### src/rtl/core/ps8r_pkg.sv
package ps8r_pkg;

  localparam int CFG_IDX_W  = 3;
  localparam int CFG_DATA_W = 24;

  typedef enum logic [CFG_IDX_W-1:0] {
    CFG_FORMAT   = 3'd0,
    CFG_CHANNELS = 3'd1,
    CFG_MIX      = 3'd2,
    CFG_SRC      = 3'd3,
    CFG_DEST     = 3'd4
  } cfg_reg_e;

  typedef enum logic [1:0] {
    FMT_U8     = 2'd0,
    FMT_S8     = 2'd1,
    FMT_S16_LE = 2'd2,
    FMT_S16_BE = 2'd3
  } fmt_e;

  localparam logic [1:0] CHAN_STEREO = 2'd2;
  localparam logic [7:0] SIGN_FLIP   = 8'h80;

  // controller -> datapath
  typedef struct packed {
    logic load;
    logic skip_dec;
    logic run_one;
    logic run_all;
    logic div_run_start;
    logic run_from_div;
    logic clamp;
    logic mul;
    logic add;
    logic fold_none;
    logic fold_one;
    logic div_acc_start;
    logic fold_div;
    logic emit;
  } ctrl_cmd_t;

  // datapath -> controller
  typedef struct packed {
    logic skip_nz;
    logic finished;
    logic fast_run;
    logic src_zero;
    logic div_done;
    logic fold_none_ok;
    logic fold_one_ok;
    logic out_free;
    logic emit_last;
  } ctrl_sts_t;

endpackage

### src/rtl/core/ps8r_div.sv
// Restoring divider, one quotient bit per cycle.
// A short operation runs SHORT_STEPS steps on a numerator aligned to the top bits.
module ps8r_div #(
  parameter int NW          = 49,
  parameter int DW          = 24,
  parameter int SHORT_STEPS = 25
) (
  input  logic          clk_i,
  input  logic          rst_ni,
  input  logic          start_i,
  input  logic          short_i,
  input  logic [NW-1:0] num_i,
  input  logic [DW-1:0] den_i,
  output logic          done_o,
  output logic [NW-1:0] quot_o,
  output logic [DW-1:0] rem_o
);

  localparam int CNTW = $clog2(NW + 1);

  logic            busy_q, done_q;
  logic [CNTW-1:0] cnt_q;
  logic [NW-1:0]   quo_q;
  logic [DW-1:0]   rem_q, den_q;
  logic [DW:0]     trial, diff;
  logic            ge;
  logic [DW-1:0]   rem_d;

  always_comb begin
    trial = {rem_q, quo_q[NW-1]};
    diff  = trial - {1'b0, den_q};
    ge    = trial >= {1'b0, den_q};
    rem_d = ge ? diff[DW-1:0] : trial[DW-1:0];
  end

  always_ff @(posedge clk_i or negedge rst_ni) begin
    if (!rst_ni) begin
      busy_q <= 1'b0;
      done_q <= 1'b0;
      cnt_q  <= '0;
    end else begin
      done_q <= 1'b0;
      if (start_i) begin
        busy_q <= 1'b1;
        cnt_q  <= short_i ? CNTW'(SHORT_STEPS) : CNTW'(NW);
      end else if (busy_q) begin
        cnt_q <= cnt_q - CNTW'(1);
        if (cnt_q == CNTW'(1)) begin
          busy_q <= 1'b0;
          done_q <= 1'b1;
        end
      end
    end
  end

  always_ff @(posedge clk_i) begin
    if (start_i) begin
      quo_q <= num_i;
      rem_q <= '0;
      den_q <= den_i;
    end else if (busy_q) begin
      quo_q <= {quo_q[NW-2:0], ge};
      rem_q <= rem_d;
    end
  end

  assign done_o = done_q;
  assign quot_o = quo_q;
  assign rem_o  = rem_q;

endmodule

### src/rtl/core/ps8r_dp.sv
// Resampler datapath: config registers, timeline state, run arithmetic,
// sample decode and the output register.
module ps8r_dp #(
  parameter int COUNT_WIDTH = 24,
  parameter int MAX_RUN     = 64
) (
  input  logic                           clk_i,
  input  logic                           rst_ni,
  input  ps8r_pkg::ctrl_cmd_t            cmd_i,
  output ps8r_pkg::ctrl_sts_t            sts_o,
  input  logic                           in_first_i,
  input  logic [31:0]                    in_data_i,
  input  logic                           cfg_valid_i,
  input  logic [ps8r_pkg::CFG_IDX_W-1:0] cfg_index_i,
  input  logic [ps8r_pkg::CFG_DATA_W-1:0] cfg_data_i,
  output logic                           out_valid_o,
  input  logic                           out_ready_i,
  output logic [15:0]                    out_data_o,
  output logic                           out_last_o,
  output logic [2:0]                     out_user_o
);

  import ps8r_pkg::*;

  localparam int CW = COUNT_WIDTH;
  localparam int AW = CW + 1;
  localparam int NW = 2 * CW + 1;
  localparam int RW = $clog2(MAX_RUN + 1);

  // config
  logic [1:0]    fmt_q, chan_q;
  logic          mix_q;
  logic [CW-1:0] src_q, dest_q;

  // timeline
  logic [AW-1:0] acc_q;
  logic [CW-1:0] emitted_q, skip_q;

  // per-item work registers
  logic [3:0][7:0] bytes_q;
  logic [AW-1:0]   run_q;
  logic [CW-1:0]   actual_q;
  logic [RW-1:0]   shown_q;
  logic            trunc_q;
  logic [2*CW-1:0] prod_q;
  logic [NW-1:0]   accw_q;

  // output register
  logic       out_valid_q;
  logic [7:0] left_q, right_q;
  logic       stereo_q, last_q, otrunc_q, done_q;

  logic [CW-1:0]   remaining, actual;
  logic [CW+1:0]   acc_src, num1_full;
  logic [NW-1:0]   dest_w, fold_diff, div_num, quot, k_m1;
  logic [CW-1:0]   div_den, div_rem, skip_sat;
  logic            div_start, div_done, out_free, emit_last;
  logic [RW-1:0]   shown;
  logic            trunc;

  // decode
  logic [1:0]      idx_a, idx_b;
  logic [7:0]      flip, ch_a, ch_b, mix_s, left_d, right_d;
  logic [8:0]      pair_sum;
  logic            stereo_in, stereo_d;

  always_comb begin
    remaining = dest_q - emitted_q;
    acc_src   = (CW+2)'(acc_q) + (CW+2)'(src_q);
    num1_full = (CW+2)'(dest_q) - (CW+2)'(acc_q) + (CW+2)'(src_q) - (CW+2)'(1);
    actual    = (run_q < AW'(remaining)) ? run_q[CW-1:0] : remaining;
    shown     = (actual < CW'(MAX_RUN)) ? actual[RW-1:0] : RW'(MAX_RUN);
    trunc     = actual > CW'(MAX_RUN);
    dest_w    = NW'(dest_q);
    fold_diff = accw_q - dest_w;
    k_m1      = quot - NW'(1);
    skip_sat  = (|k_m1[NW-1:CW]) ? '1 : k_m1[CW-1:0];
    div_start = cmd_i.div_run_start | cmd_i.div_acc_start;
    div_num   = cmd_i.div_run_start ? {num1_full[AW-1:0], {CW{1'b0}}} : accw_q;
    div_den   = cmd_i.div_run_start ? src_q : dest_q;
    out_free  = !out_valid_q || out_ready_i;
    emit_last = shown_q == RW'(1);
  end

  always_comb begin
    sts_o              = '0;
    sts_o.skip_nz      = skip_q != '0;
    sts_o.finished     = emitted_q >= dest_q;
    sts_o.fast_run     = acc_src >= (CW+2)'(dest_q);
    sts_o.src_zero     = src_q == '0;
    sts_o.div_done     = div_done;
    sts_o.fold_none_ok = (dest_q == '0) || (accw_q < dest_w);
    sts_o.fold_one_ok  = fold_diff < dest_w;
    sts_o.out_free     = out_free;
    sts_o.emit_last    = emit_last;
  end

  // pick the top byte of each channel
  always_comb begin
    flip = 8'h00;
    case (fmt_q)
      FMT_U8: begin
        idx_a = 2'd0; idx_b = 2'd1; flip = SIGN_FLIP;
      end
      FMT_S8: begin
        idx_a = 2'd0; idx_b = 2'd1;
      end
      FMT_S16_LE: begin
        idx_a = 2'd1; idx_b = 2'd3;
      end
      FMT_S16_BE: begin
        idx_a = 2'd0; idx_b = 2'd2;
      end
      default: begin
        idx_a = 2'd0; idx_b = 2'd1;
      end
    endcase
    ch_a      = bytes_q[idx_a] ^ flip;
    ch_b      = bytes_q[idx_b] ^ flip;
    pair_sum  = {ch_a[7], ch_a} + {ch_b[7], ch_b};
    mix_s     = pair_sum[8:1];  // floor average
    stereo_in = chan_q == CHAN_STEREO;
    stereo_d  = stereo_in && !mix_q;
    left_d    = (stereo_in && mix_q) ? mix_s : ch_a;
    right_d   = stereo_d ? ch_b : 8'h00;
  end

  ps8r_div #(
    .NW          (NW),
    .DW          (CW),
    .SHORT_STEPS (AW)
  ) u_div (
    .clk_i   (clk_i),
    .rst_ni  (rst_ni),
    .start_i (div_start),
    .short_i (cmd_i.div_run_start),
    .num_i   (div_num),
    .den_i   (div_den),
    .done_o  (div_done),
    .quot_o  (quot),
    .rem_o   (div_rem)
  );

  always_ff @(posedge clk_i or negedge rst_ni) begin
    if (!rst_ni) begin
      fmt_q       <= FMT_U8;
      chan_q      <= 2'd1;
      mix_q       <= 1'b0;
      src_q       <= CW'(1);
      dest_q      <= CW'(1);
      acc_q       <= '0;
      emitted_q   <= '0;
      skip_q      <= '0;
      out_valid_q <= 1'b0;
    end else begin
      if (cfg_valid_i) begin
        case (cfg_index_i)
          CFG_FORMAT:   fmt_q  <= cfg_data_i[1:0];
          CFG_CHANNELS: chan_q <= cfg_data_i[1:0];
          CFG_MIX:      mix_q  <= cfg_data_i[0];
          CFG_SRC:      src_q  <= CW'(cfg_data_i);
          CFG_DEST:     dest_q <= CW'(cfg_data_i);
          default: ;
        endcase
      end
      if (cmd_i.load && in_first_i) begin
        acc_q     <= '0;
        emitted_q <= '0;
        skip_q    <= '0;
      end
      if (cmd_i.skip_dec) skip_q <= skip_q - CW'(1);
      if (cmd_i.clamp) emitted_q <= emitted_q + actual;
      if (cmd_i.fold_none) acc_q <= accw_q[AW-1:0];
      if (cmd_i.fold_one) begin
        acc_q  <= fold_diff[AW-1:0];
        skip_q <= '0;
      end
      if (cmd_i.fold_div) begin
        acc_q  <= AW'(div_rem);
        skip_q <= skip_sat;
      end
      if (cmd_i.emit) begin
        out_valid_q <= 1'b1;
      end else if (out_ready_i) begin
        out_valid_q <= 1'b0;
      end
    end
  end

  always_ff @(posedge clk_i) begin
    if (cmd_i.load) bytes_q <= in_data_i;
    if (cmd_i.run_one) run_q <= AW'(1);
    if (cmd_i.run_all) run_q <= AW'(remaining);
    if (cmd_i.run_from_div) run_q <= quot[AW-1:0];
    if (cmd_i.clamp) begin
      actual_q <= actual;
      shown_q  <= shown;
      trunc_q  <= trunc;
    end
    if (cmd_i.mul) prod_q <= actual_q * src_q;
    if (cmd_i.add) accw_q <= NW'(acc_q) + NW'(prod_q);
    if (cmd_i.emit) begin
      shown_q  <= shown_q - RW'(1);
      left_q   <= left_d;
      right_q  <= right_d;
      stereo_q <= stereo_d;
      last_q   <= emit_last;
      otrunc_q <= trunc_q;
      done_q   <= emit_last && (emitted_q >= dest_q);
    end
  end

  assign out_valid_o = out_valid_q;
  assign out_data_o  = {right_q, left_q};
  assign out_last_o  = last_q;
  assign out_user_o  = {done_q, otrunc_q, stereo_q};

endmodule

### src/rtl/core/ps8r_ctrl.sv
// Sequencer: one source frame at a time through eval and, unless it is
// skipped or late, run length, clamp, accumulate, fold and emit.
module ps8r_ctrl (
  input  logic                clk_i,
  input  logic                rst_ni,
  input  logic                in_valid_i,
  output logic                in_ready_o,
  input  ps8r_pkg::ctrl_sts_t sts_i,
  output ps8r_pkg::ctrl_cmd_t cmd_o
);

  import ps8r_pkg::*;

  typedef enum logic [3:0] {
    ST_IDLE,
    ST_EVAL,
    ST_DIV_RUN,
    ST_CLAMP,
    ST_MUL,
    ST_ADD,
    ST_FOLD,
    ST_DIV_ACC,
    ST_EMIT
  } state_e;

  state_e state_q, state_d;
  logic   rdy_q;

  always_comb begin
    cmd_o   = '0;
    state_d = state_q;
    case (state_q)
      ST_IDLE: begin
        if (in_valid_i) begin
          cmd_o.load = 1'b1;
          state_d    = ST_EVAL;
        end
      end
      ST_EVAL: begin
        if (sts_i.skip_nz) begin
          cmd_o.skip_dec = 1'b1;
          state_d        = ST_IDLE;
        end else if (sts_i.finished) begin
          state_d = ST_IDLE;
        end else if (sts_i.fast_run) begin
          cmd_o.run_one = 1'b1;
          state_d       = ST_CLAMP;
        end else if (sts_i.src_zero) begin
          cmd_o.run_all = 1'b1;
          state_d       = ST_CLAMP;
        end else begin
          cmd_o.div_run_start = 1'b1;
          state_d             = ST_DIV_RUN;
        end
      end
      ST_DIV_RUN: begin
        if (sts_i.div_done) begin
          cmd_o.run_from_div = 1'b1;
          state_d            = ST_CLAMP;
        end
      end
      ST_CLAMP: begin
        cmd_o.clamp = 1'b1;
        state_d     = ST_MUL;
      end
      ST_MUL: begin
        cmd_o.mul = 1'b1;
        state_d   = ST_ADD;
      end
      ST_ADD: begin
        cmd_o.add = 1'b1;
        state_d   = ST_FOLD;
      end
      ST_FOLD: begin
        if (sts_i.fold_none_ok) begin
          cmd_o.fold_none = 1'b1;
          state_d         = ST_EMIT;
        end else if (sts_i.fold_one_ok) begin
          cmd_o.fold_one = 1'b1;
          state_d        = ST_EMIT;
        end else begin
          cmd_o.div_acc_start = 1'b1;
          state_d             = ST_DIV_ACC;
        end
      end
      ST_DIV_ACC: begin
        if (sts_i.div_done) begin
          cmd_o.fold_div = 1'b1;
          state_d        = ST_EMIT;
        end
      end
      ST_EMIT: begin
        if (sts_i.out_free) begin
          cmd_o.emit = 1'b1;
          if (sts_i.emit_last) state_d = ST_IDLE;
        end
      end
      default: state_d = ST_IDLE;
    endcase
    if (state_q == ST_IDLE) cmd_o.load = in_valid_i & rdy_q;
  end

  always_ff @(posedge clk_i or negedge rst_ni) begin
    if (!rst_ni) begin
      state_q <= ST_IDLE;
      rdy_q   <= 1'b1;
    end else begin
      state_q <= state_d;
      rdy_q   <= state_d == ST_IDLE;
    end
  end

  assign in_ready_o = rdy_q;

endmodule

### src/rtl/core/pcm_to_s8_nearest_resampler_top.sv
// Channel   Dir   Handshake                      Payload
// s_axis    in    s_axis_tvalid / s_axis_tready  one source frame (4 raw bytes), first flag
// m_axis    out   m_axis_tvalid / m_axis_tready  one signed 8-bit destination frame
// cfg       in    cfg_valid_i / cfg_ready_o      register index and write data
//
// A source frame that is skipped or arrives after the conversion is finished
// passes through eval only. A frame that emits steps through eval, clamp,
// multiply, add, fold and one emit per emitted frame (at most MAX_RUN), with
// a serial divider pass before clamp when the run length needs one, and
// another after fold when the accumulator wraps more than once over dest_frames.
// Output stalls hold the emit loop; the last result may wait in the output
// register while the next frame is taken. Reset clears the timeline and loads
// the register defaults; config is taken in any cycle.
module pcm_to_s8_nearest_resampler_top #(
  parameter int COUNT_WIDTH = 24,
  parameter int MAX_RUN     = 64
) (
  input  logic                            clk_i,
  input  logic                            rst_ni,
  // source frames
  input  logic                            s_axis_tvalid,
  output logic                            s_axis_tready,
  input  logic [31:0]                     s_axis_tdata,  // byte0, byte1, byte2, byte3
  input  logic                            s_axis_tuser,  // first_frame
  // destination frames
  output logic                            m_axis_tvalid,
  input  logic                            m_axis_tready,
  output logic [15:0]                     m_axis_tdata,  // left_sample, right_sample
  output logic                            m_axis_tlast,  // run_last
  output logic [2:0]                      m_axis_tuser,  // is_stereo, run_truncated,
                                                         // conversion_done
  // register writes
  input  logic                            cfg_valid_i,
  output logic                            cfg_ready_o,
  input  logic [ps8r_pkg::CFG_IDX_W-1:0]  cfg_index_i,
  input  logic [ps8r_pkg::CFG_DATA_W-1:0] cfg_data_i
);

  import ps8r_pkg::*;

  ctrl_cmd_t cmd;
  ctrl_sts_t sts;

  // registers never stall
  assign cfg_ready_o = 1'b1;

  ps8r_ctrl u_ctrl (
    .clk_i      (clk_i),
    .rst_ni     (rst_ni),
    .in_valid_i (s_axis_tvalid),
    .in_ready_o (s_axis_tready),
    .sts_i      (sts),
    .cmd_o      (cmd)
  );

  ps8r_dp #(
    .COUNT_WIDTH (COUNT_WIDTH),
    .MAX_RUN     (MAX_RUN)
  ) u_dp (
    .clk_i       (clk_i),
    .rst_ni      (rst_ni),
    .cmd_i       (cmd),
    .sts_o       (sts),
    .in_first_i  (s_axis_tuser),
    .in_data_i   (s_axis_tdata),
    .cfg_valid_i (cfg_valid_i),
    .cfg_index_i (cfg_index_i),
    .cfg_data_i  (cfg_data_i),
    .out_valid_o (m_axis_tvalid),
    .out_ready_i (m_axis_tready),
    .out_data_o  (m_axis_tdata),
    .out_last_o  (m_axis_tlast),
    .out_user_o  (m_axis_tuser)
  );

endmodule

### config.mk
export PLATFORM = sky130hd
export DESIGN_NAME = pcm_to_s8_nearest_resampler_top
export DESIGN_NICKNAME = d
export VERILOG_FILES = /design/src/rtl/core/ps8r_pkg.sv /design/src/rtl/core/ps8r_div.sv /design/src/rtl/core/ps8r_dp.sv /design/src/rtl/core/ps8r_ctrl.sv /design/src/rtl/core/pcm_to_s8_nearest_resampler_top.sv
export SDC_FILE = /design/constraint.sdc
export NUM_CORES = 2
export LEC_CHECK = 0
export BUFFER_PORTS_ARGS = -buffer_cell sky130_fd_sc_hd__buf_2
export CELL_PAD_IN_SITES_DETAIL_PLACEMENT = 2
export CELL_PAD_IN_SITES_GLOBAL_PLACEMENT = 2
export CORE_MARGIN = 2
export CORE_UTILIZATION = 38
export CTS_BUF_LIST = sky130_fd_sc_hd__clkbuf_8 sky130_fd_sc_hd__clkbuf_16
export CTS_CLUSTER_DIAMETER = 40
export DETAILED_ROUTE_END_ITERATION = 8
export PLACE_DENSITY = 0.87
export SLEW_MARGIN = 40
export SYNTH_ARGS = -nofsm -noshare
export SYNTH_HDL_FRONTEND = slang
export SYNTH_SLANG_ARGS = --single-unit
### constraint.sdc
create_clock -name clk_i -period 7.44 [get_ports clk_i]
set_input_delay 1.116 -clock clk_i [delete_from_list [all_inputs] [get_ports clk_i]]
set_output_delay 1.116 -clock clk_i [all_outputs]
set_load 0.01 [all_outputs]
[Yosys cells after proc, flatten, opt, wreduce, memory -nomap -nowiden]
Index checks and enable logic that the tools add are counted.
Cells by class
  order comparisons: 10
  bitwise operators: 4
  add/subtract/negate cells: 14
  multiplexer cells: 75
  reduce and logical (&&, ||, !) cells: 30
  equality and inequality tests: 18
  multiply operators: 1
Operators by type and width (count)
  $mux W24: 9
  $mux W25: 7
  $mux W49: 3
  $lt A49 B24 Y1: 2
  $add A25 B48 Y49: 1
  $sub A49 B1 Y49 const B: 1
  $sub A49 B24 Y49: 1
  $logic_not A24 Y1: 2
  $mul A24 B24 Y48: 1
  $sub A24 B24 Y24: 2
  $mux W4: 10
  $pmux W4 S9: 1
  $bmux W8 S2: 2
  $mux W8: 4
  $add A25 B24 Y26: 1
  $ge A26 B24 Y1: 1
  $mux W1: 26
  $add A25 B24 Y25: 1
  $ge A25 B24 Y1: 1
  $lt A25 B24 Y1: 1
  $reduce_or A25 Y1: 1
  $sub A24 B25 Y25: 1
  $sub A25 B1 Y25 const B: 1
  $add A24 B24 Y24: 1
  41 further kinds: 71
Storage, ports and cells
  bits of input ports: 65
  register bits: 443
  logic and storage cells: 185
  output and inout bits: 23

[Longest topological paths before layout]
  depth in word-level cells: 9
  gate-level depth with buffers: 37
  mapped depth without buffers: 34

[Modules after synthesis]
Synthesis repeated with hierarchy kept, for this count alone.
Unflattened totals
  cells, all modules: 5428
  area, all modules: 50211.9 µm²
By module, submodules not included
  ps8r_dp: cells each 4872, area each 44087.3 µm², times used 1, seq. area each 9367.7 µm²
  ps8r_div: cells each 501, area each 5659.2 µm², times used 1, seq. area each 2872.8 µm²
  ps8r_ctrl: cells each 53, area each 454.2 µm², times used 1, seq. area each 126.4 µm²
  pcm_to_s8_nearest_resampler_top: cells each 2, area each 11.3 µm², times used 1, seq. area each 0.0 µm²

[Least setup slack after synthesis]
Ideal clock, no wire load.
  kind: reg2reg
  start point: reg u_dp.dest_q[0]
  end point: reg u_dp.emitted_q[22]
  buffers on the path: 4
  path slack: -0.324 ns
  setup time: 0.070 ns
  data required time: 7.370 ns
  stages on the path, launching flop included: 35
  period minus slack after synthesis: 7.764 ns
  arrival: 7.694 ns
  path through: dfstp_2 -> inv_1 -> ha_1 -> inv_1 -> fa_1 -> a21o_1 -> a221oi_1 -> o22ai_1 -> a311o_1 -> a21oi_1 -> xnor2_1 -> inv_1 -> ha_1 -> a21oi_1 -> o21ai_0 -> a211oi_1 -> a21oi_1 -> nor3_1 -> clkbuf_1 -> buf_1 -> clkbuf_1 -> clkbuf_1 -> o21ai_0 -> ha_1 -> a21o_1 -> a21oi_1 -> nand2_1 -> o21ai_0 -> o21ai_0 -> nor4_1 -> nor3_1 -> nor3_1 -> nor2_1 -> or4_1 -> nand3_1
On the way
  word-level cells in the longest chain between the ends: 5
RTL lines
  start: declaration: line ps8r_dp.sv:33  | logic [CW-1:0] src_q, dest_q;
  start signal: assignment: line ps8r_dp.sv:162  | CFG_DEST: dest_q <= CW'(cfg_data_i);
  $sub A24 B24 Y24 *: line ps8r_dp.sv:68  | remaining = dest_q - emitted_q;
  $lt A25 B24 Y1: line ps8r_dp.sv:71  | actual = (run_q < AW'(remaining)) ? run_q[CW-1:0] : remaining;
  $mux W24 *: line ps8r_dp.sv:71
  net u_dp.actual[8]: line ps8r_dp.sv:53  | logic [CW-1:0] remaining, actual;
  $add A24 B24 Y24 *: line ps8r_dp.sv:172  | if (cmd_i.clamp) emitted_q <= emitted_q + actual;
  $mux W24 *: line ps8r_dp.sv:172
  end signal: assignment: line ps8r_dp.sv:172
  end: declaration: line ps8r_dp.sv:37  | logic [CW-1:0] emitted_q, skip_q;
Mark *: on every way through the listed nets, which the timed path passes. The rest lies on a longest branch.
A chain may end at the register's enable or synchronous reset.

[Worst setup path after layout]
  start point: reg u_dp.dest_q[10]
  end point: reg u_dp.emitted_q[19]
On the way
  word-level cells in the longest chain between the ends: 5
RTL lines (line)
  $sub A24 B24 Y24: ps8r_dp.sv:68
  $lt A25 B24 Y1: ps8r_dp.sv:71
  $mux W24: ps8r_dp.sv:71
  net u_dp.actual[1]: ps8r_dp.sv:53
  $add A24 B24 Y24: ps8r_dp.sv:172
  $mux W24: ps8r_dp.sv:172
The timed path passes the listed nets, and every way through them passes these cells.

==> run metrics <==
CTS tree done; Area Growth Syn to Fin 22.5%; gate family responsible for the most delay along the worst path compound AO/OA/AOI/OAI gates; Worst R2R Start u_dp.dest_q[10]; Worst Setup Start Kind register; pin count of the biggest net entering global routing 68; Fmax 0.111 GHz; Final setup viols 284; gr usage total 44.8%; Syn Nets 6319; Synthesis Warnings 0; Rows 132; cell area after layout 0.0604 mm2; status complete, but fails checks; Post-Route WL 322 mm; slowest stage delay, CP 0.87 ns; 1st-iter DRT viols 6531; Die Y 364 um; Primary FF master, synth edfxtp_1; failing checks capacitance limit, slew limit, setup timing; fin cells 7572; Max Cap Violations 1; Slew @ Worst Pin 1.77 ns; DRT Pass-1 Iters 7; Via density 6.85; Clock Skew 0.101 ns; part of the Yosys area used for sequential elements 25.1%; R2R cell count 33; final worst slack -1.57 ns; post-route antenna net violation count 0; Rel. slew slack -18.9%; Final HPWL DP 184 mm; maximum fanout along the worst path 7; cell area after synthesis 0.0493 mm2; # port buffers 86; number of distinct library cells after synthesis 94; Inst Count DP 7265; Die ar. 0.133 mm2; Bufs and invs on worst path 7; Hold/Removal Path Class input pin to async pin; fin crit period 9.01 ns; total core area 0.129 mm2; htree depth 3; vias in the first global route 55800; clock sinks 443; starting density of the core 38.2%; wire length of the first global-routing pass 422 mm; antenna violations before repair 64; CP endpoint kind register; WS Path Type register to register; most frequent cells in the layout 731 x inv_1, 597 x nand2_1, 467 x fa_1, 395 x ha_1, 371 x buf_4; RSZ-0062 raised after global routing yes; clock insertion delay at the later pin of the skew report 0.81 ns; leading cell type in the layout, fill and taps excluded inv_1; asr flop ratio synth 31.6%; Post-Syn Instances 5315; syn avg cell area 9.28 um2; Final Hold Fails 0; Slew Limit Fails 3; CTS Buf Count 106; drc violations 0; die width 364 um; Routed WL per cell 42.5 um; Tcrit/Tclk final 121%; Root Buffer clkbuf_16; total grt overflow 0; CP Data Arrival Time 9.58 ns; placed cell area 0.0541 mm2; Post-synth EDFFs 279; critical path's slowest cell dfrtp_1; via count 51800; Yosys reg bits 443; Reg clk slew, reported paths 0.07 ns; Core Util, Final 46.8%; CP required 8.01 ns; share of layout cells above drive strength 1 18.9%; reg2reg end u_dp.emitted_q[19]; Clock Path Buffers 3; Ports 88; post-layout net count 6711; Reg2Reg Setup Slack -1.57 ns; Placer Congestion 0.985
==> what timing repair did <==
| action | in CTS | in global routing |
|---|---|---|
| buffers inserted | 48 | 34 |
| gates cloned | 1 | 0 |
| hold buffers | 0 | 0 |
| hold endpoints to repair | 0 | 0 |
| endpoints found under the setup margin | 45 | 133 |
| pin swaps | 97 | 106 |
| gates resized for setup | 203 | 213 |
==> cells by family (layout without fill, tap and decap cells) <==
logic type	after synthesis	after routing	synth area share (%)
xor+xnor	240	240	4.26
flops	443	443	25.1
mux	80	80	1.74
other cells	1	31	0.00760
compound gates	968	968	13.1
buf+inv	1000	1485	7.73
fa+ha+maj	939	939	31.6
simple gates	1644	1644	16.5
==> sequential cells by signal, summed over array words and instances (netlist names), 24 cells and up <==
name / cells
u_dp.prod_q: 48
u_dp.actual_q: 24
u_dp.accw_q: 49
u_dp.u_div.quot_o: 49
u_dp.acc_q: 25
u_dp.bytes_q: 32
u_dp.u_div.rem_o: 24
u_dp.src_q: 24
u_dp.run_q: 25
u_dp.emitted_q: 24
u_dp.skip_q: 24
u_dp.u_div.den_q: 24
u_dp.dest_q: 24
==> cell type report <==
cell class | count | area (um2)
timing repair buffer | 518 | 4200
clock buffer | 107 | 2670
fill | 13500 | 68700
sequential | 443 | 12400
inverter | 766 | 2890
clock inverter | 94 | 1300
multi-input combinational | 3872 | 34700
antenna | 30 | 75.1
tap | 1742 | 2180
==> synthesized netlist by cell type (all sizes together), types with 45 or more instances <==
cell / count / area (um2)
a21oi: 201 / 1020
nor3: 70 / 350
clkbuf: 204 / 766
and3: 49 / 307
a21o: 95 / 713
xor2: 89 / 780
nand3: 114 / 571
inv: 765 / 2870
a211oi: 57 / 428
o21a: 45 / 338
nor2: 226 / 848
xnor2: 151 / 1320
fa: 514 / 10300
ha: 425 / 5320
edfxtp: 279 / 8380
o21ai: 236 / 1180
dfrtp: 136 / 3400
and2: 311 / 1950
nand2: 606 / 2270
==> per-stage QoR <==
| stage | setup TNS, ns | setup slack (ns) | hold slack, ns |
|---|---|---|---|
| finish | -116.45 | -1.57 | 0.409 |
| global route | -76.34 | -1.74 | 0.444 |
| CTS | -1.29 | -0.220 | 0.438 |
| detailed placement | -10.39 | -0.858 | 0.426 |
| global placement | -0.177 | -0.144 | 0.425 |
| floorplan | 0 | 0.0226 | 0.400 |
==> worst register-to-register path: cells and delay by family, from the launching register on <==
family,cells,cell delay (ns)
AO/OA/AOI/OAI,17,4.16
buffers and inverters,7,1.09
adder cells (fa/ha/maj),3,0.92
XOR/XNOR,2,0.91
flip-flops,1,0.87
AND/OR/NAND/NOR,3,0.59
multiplexers,1,0.27
==> how the worst max path moves through the flow <==
stage / start / endpoint / slack (ns) / cells after the start
6_report: u_dp.dest_q[10] / u_dp.emitted_q[19] / -1.57 / 33
5_1_grt: u_dp.dest_q[11] / u_dp.emitted_q[19] / -1.74 / 34
4_1_cts: u_dp.actual_q[11] / u_dp.prod_q[46] / -0.22 / 27
3_5_place_dp: u_dp.actual_q[19] / u_dp.prod_q[46] / -0.86 / 26
3_3_place_gp: u_dp.emitted_q[1] / u_dp.emitted_q[23] / -0.14 / 33
2_1_floorplan: u_dp.dest_q[0] / u_dp.emitted_q[22] / 0.02 / 34
==> layer usage <==
metal | GRT usage [%] | share of wire, %
met1 | 46.1 | 31
met2 | 70.3 | 43
met3 | 16.8 | 13
met4 | 42.5 | 13
met5 | 0.0363 | 0.21
Power is not shown: default switching activity piles up to over one toggle a cycle in this logic, so the estimate is an artifact.
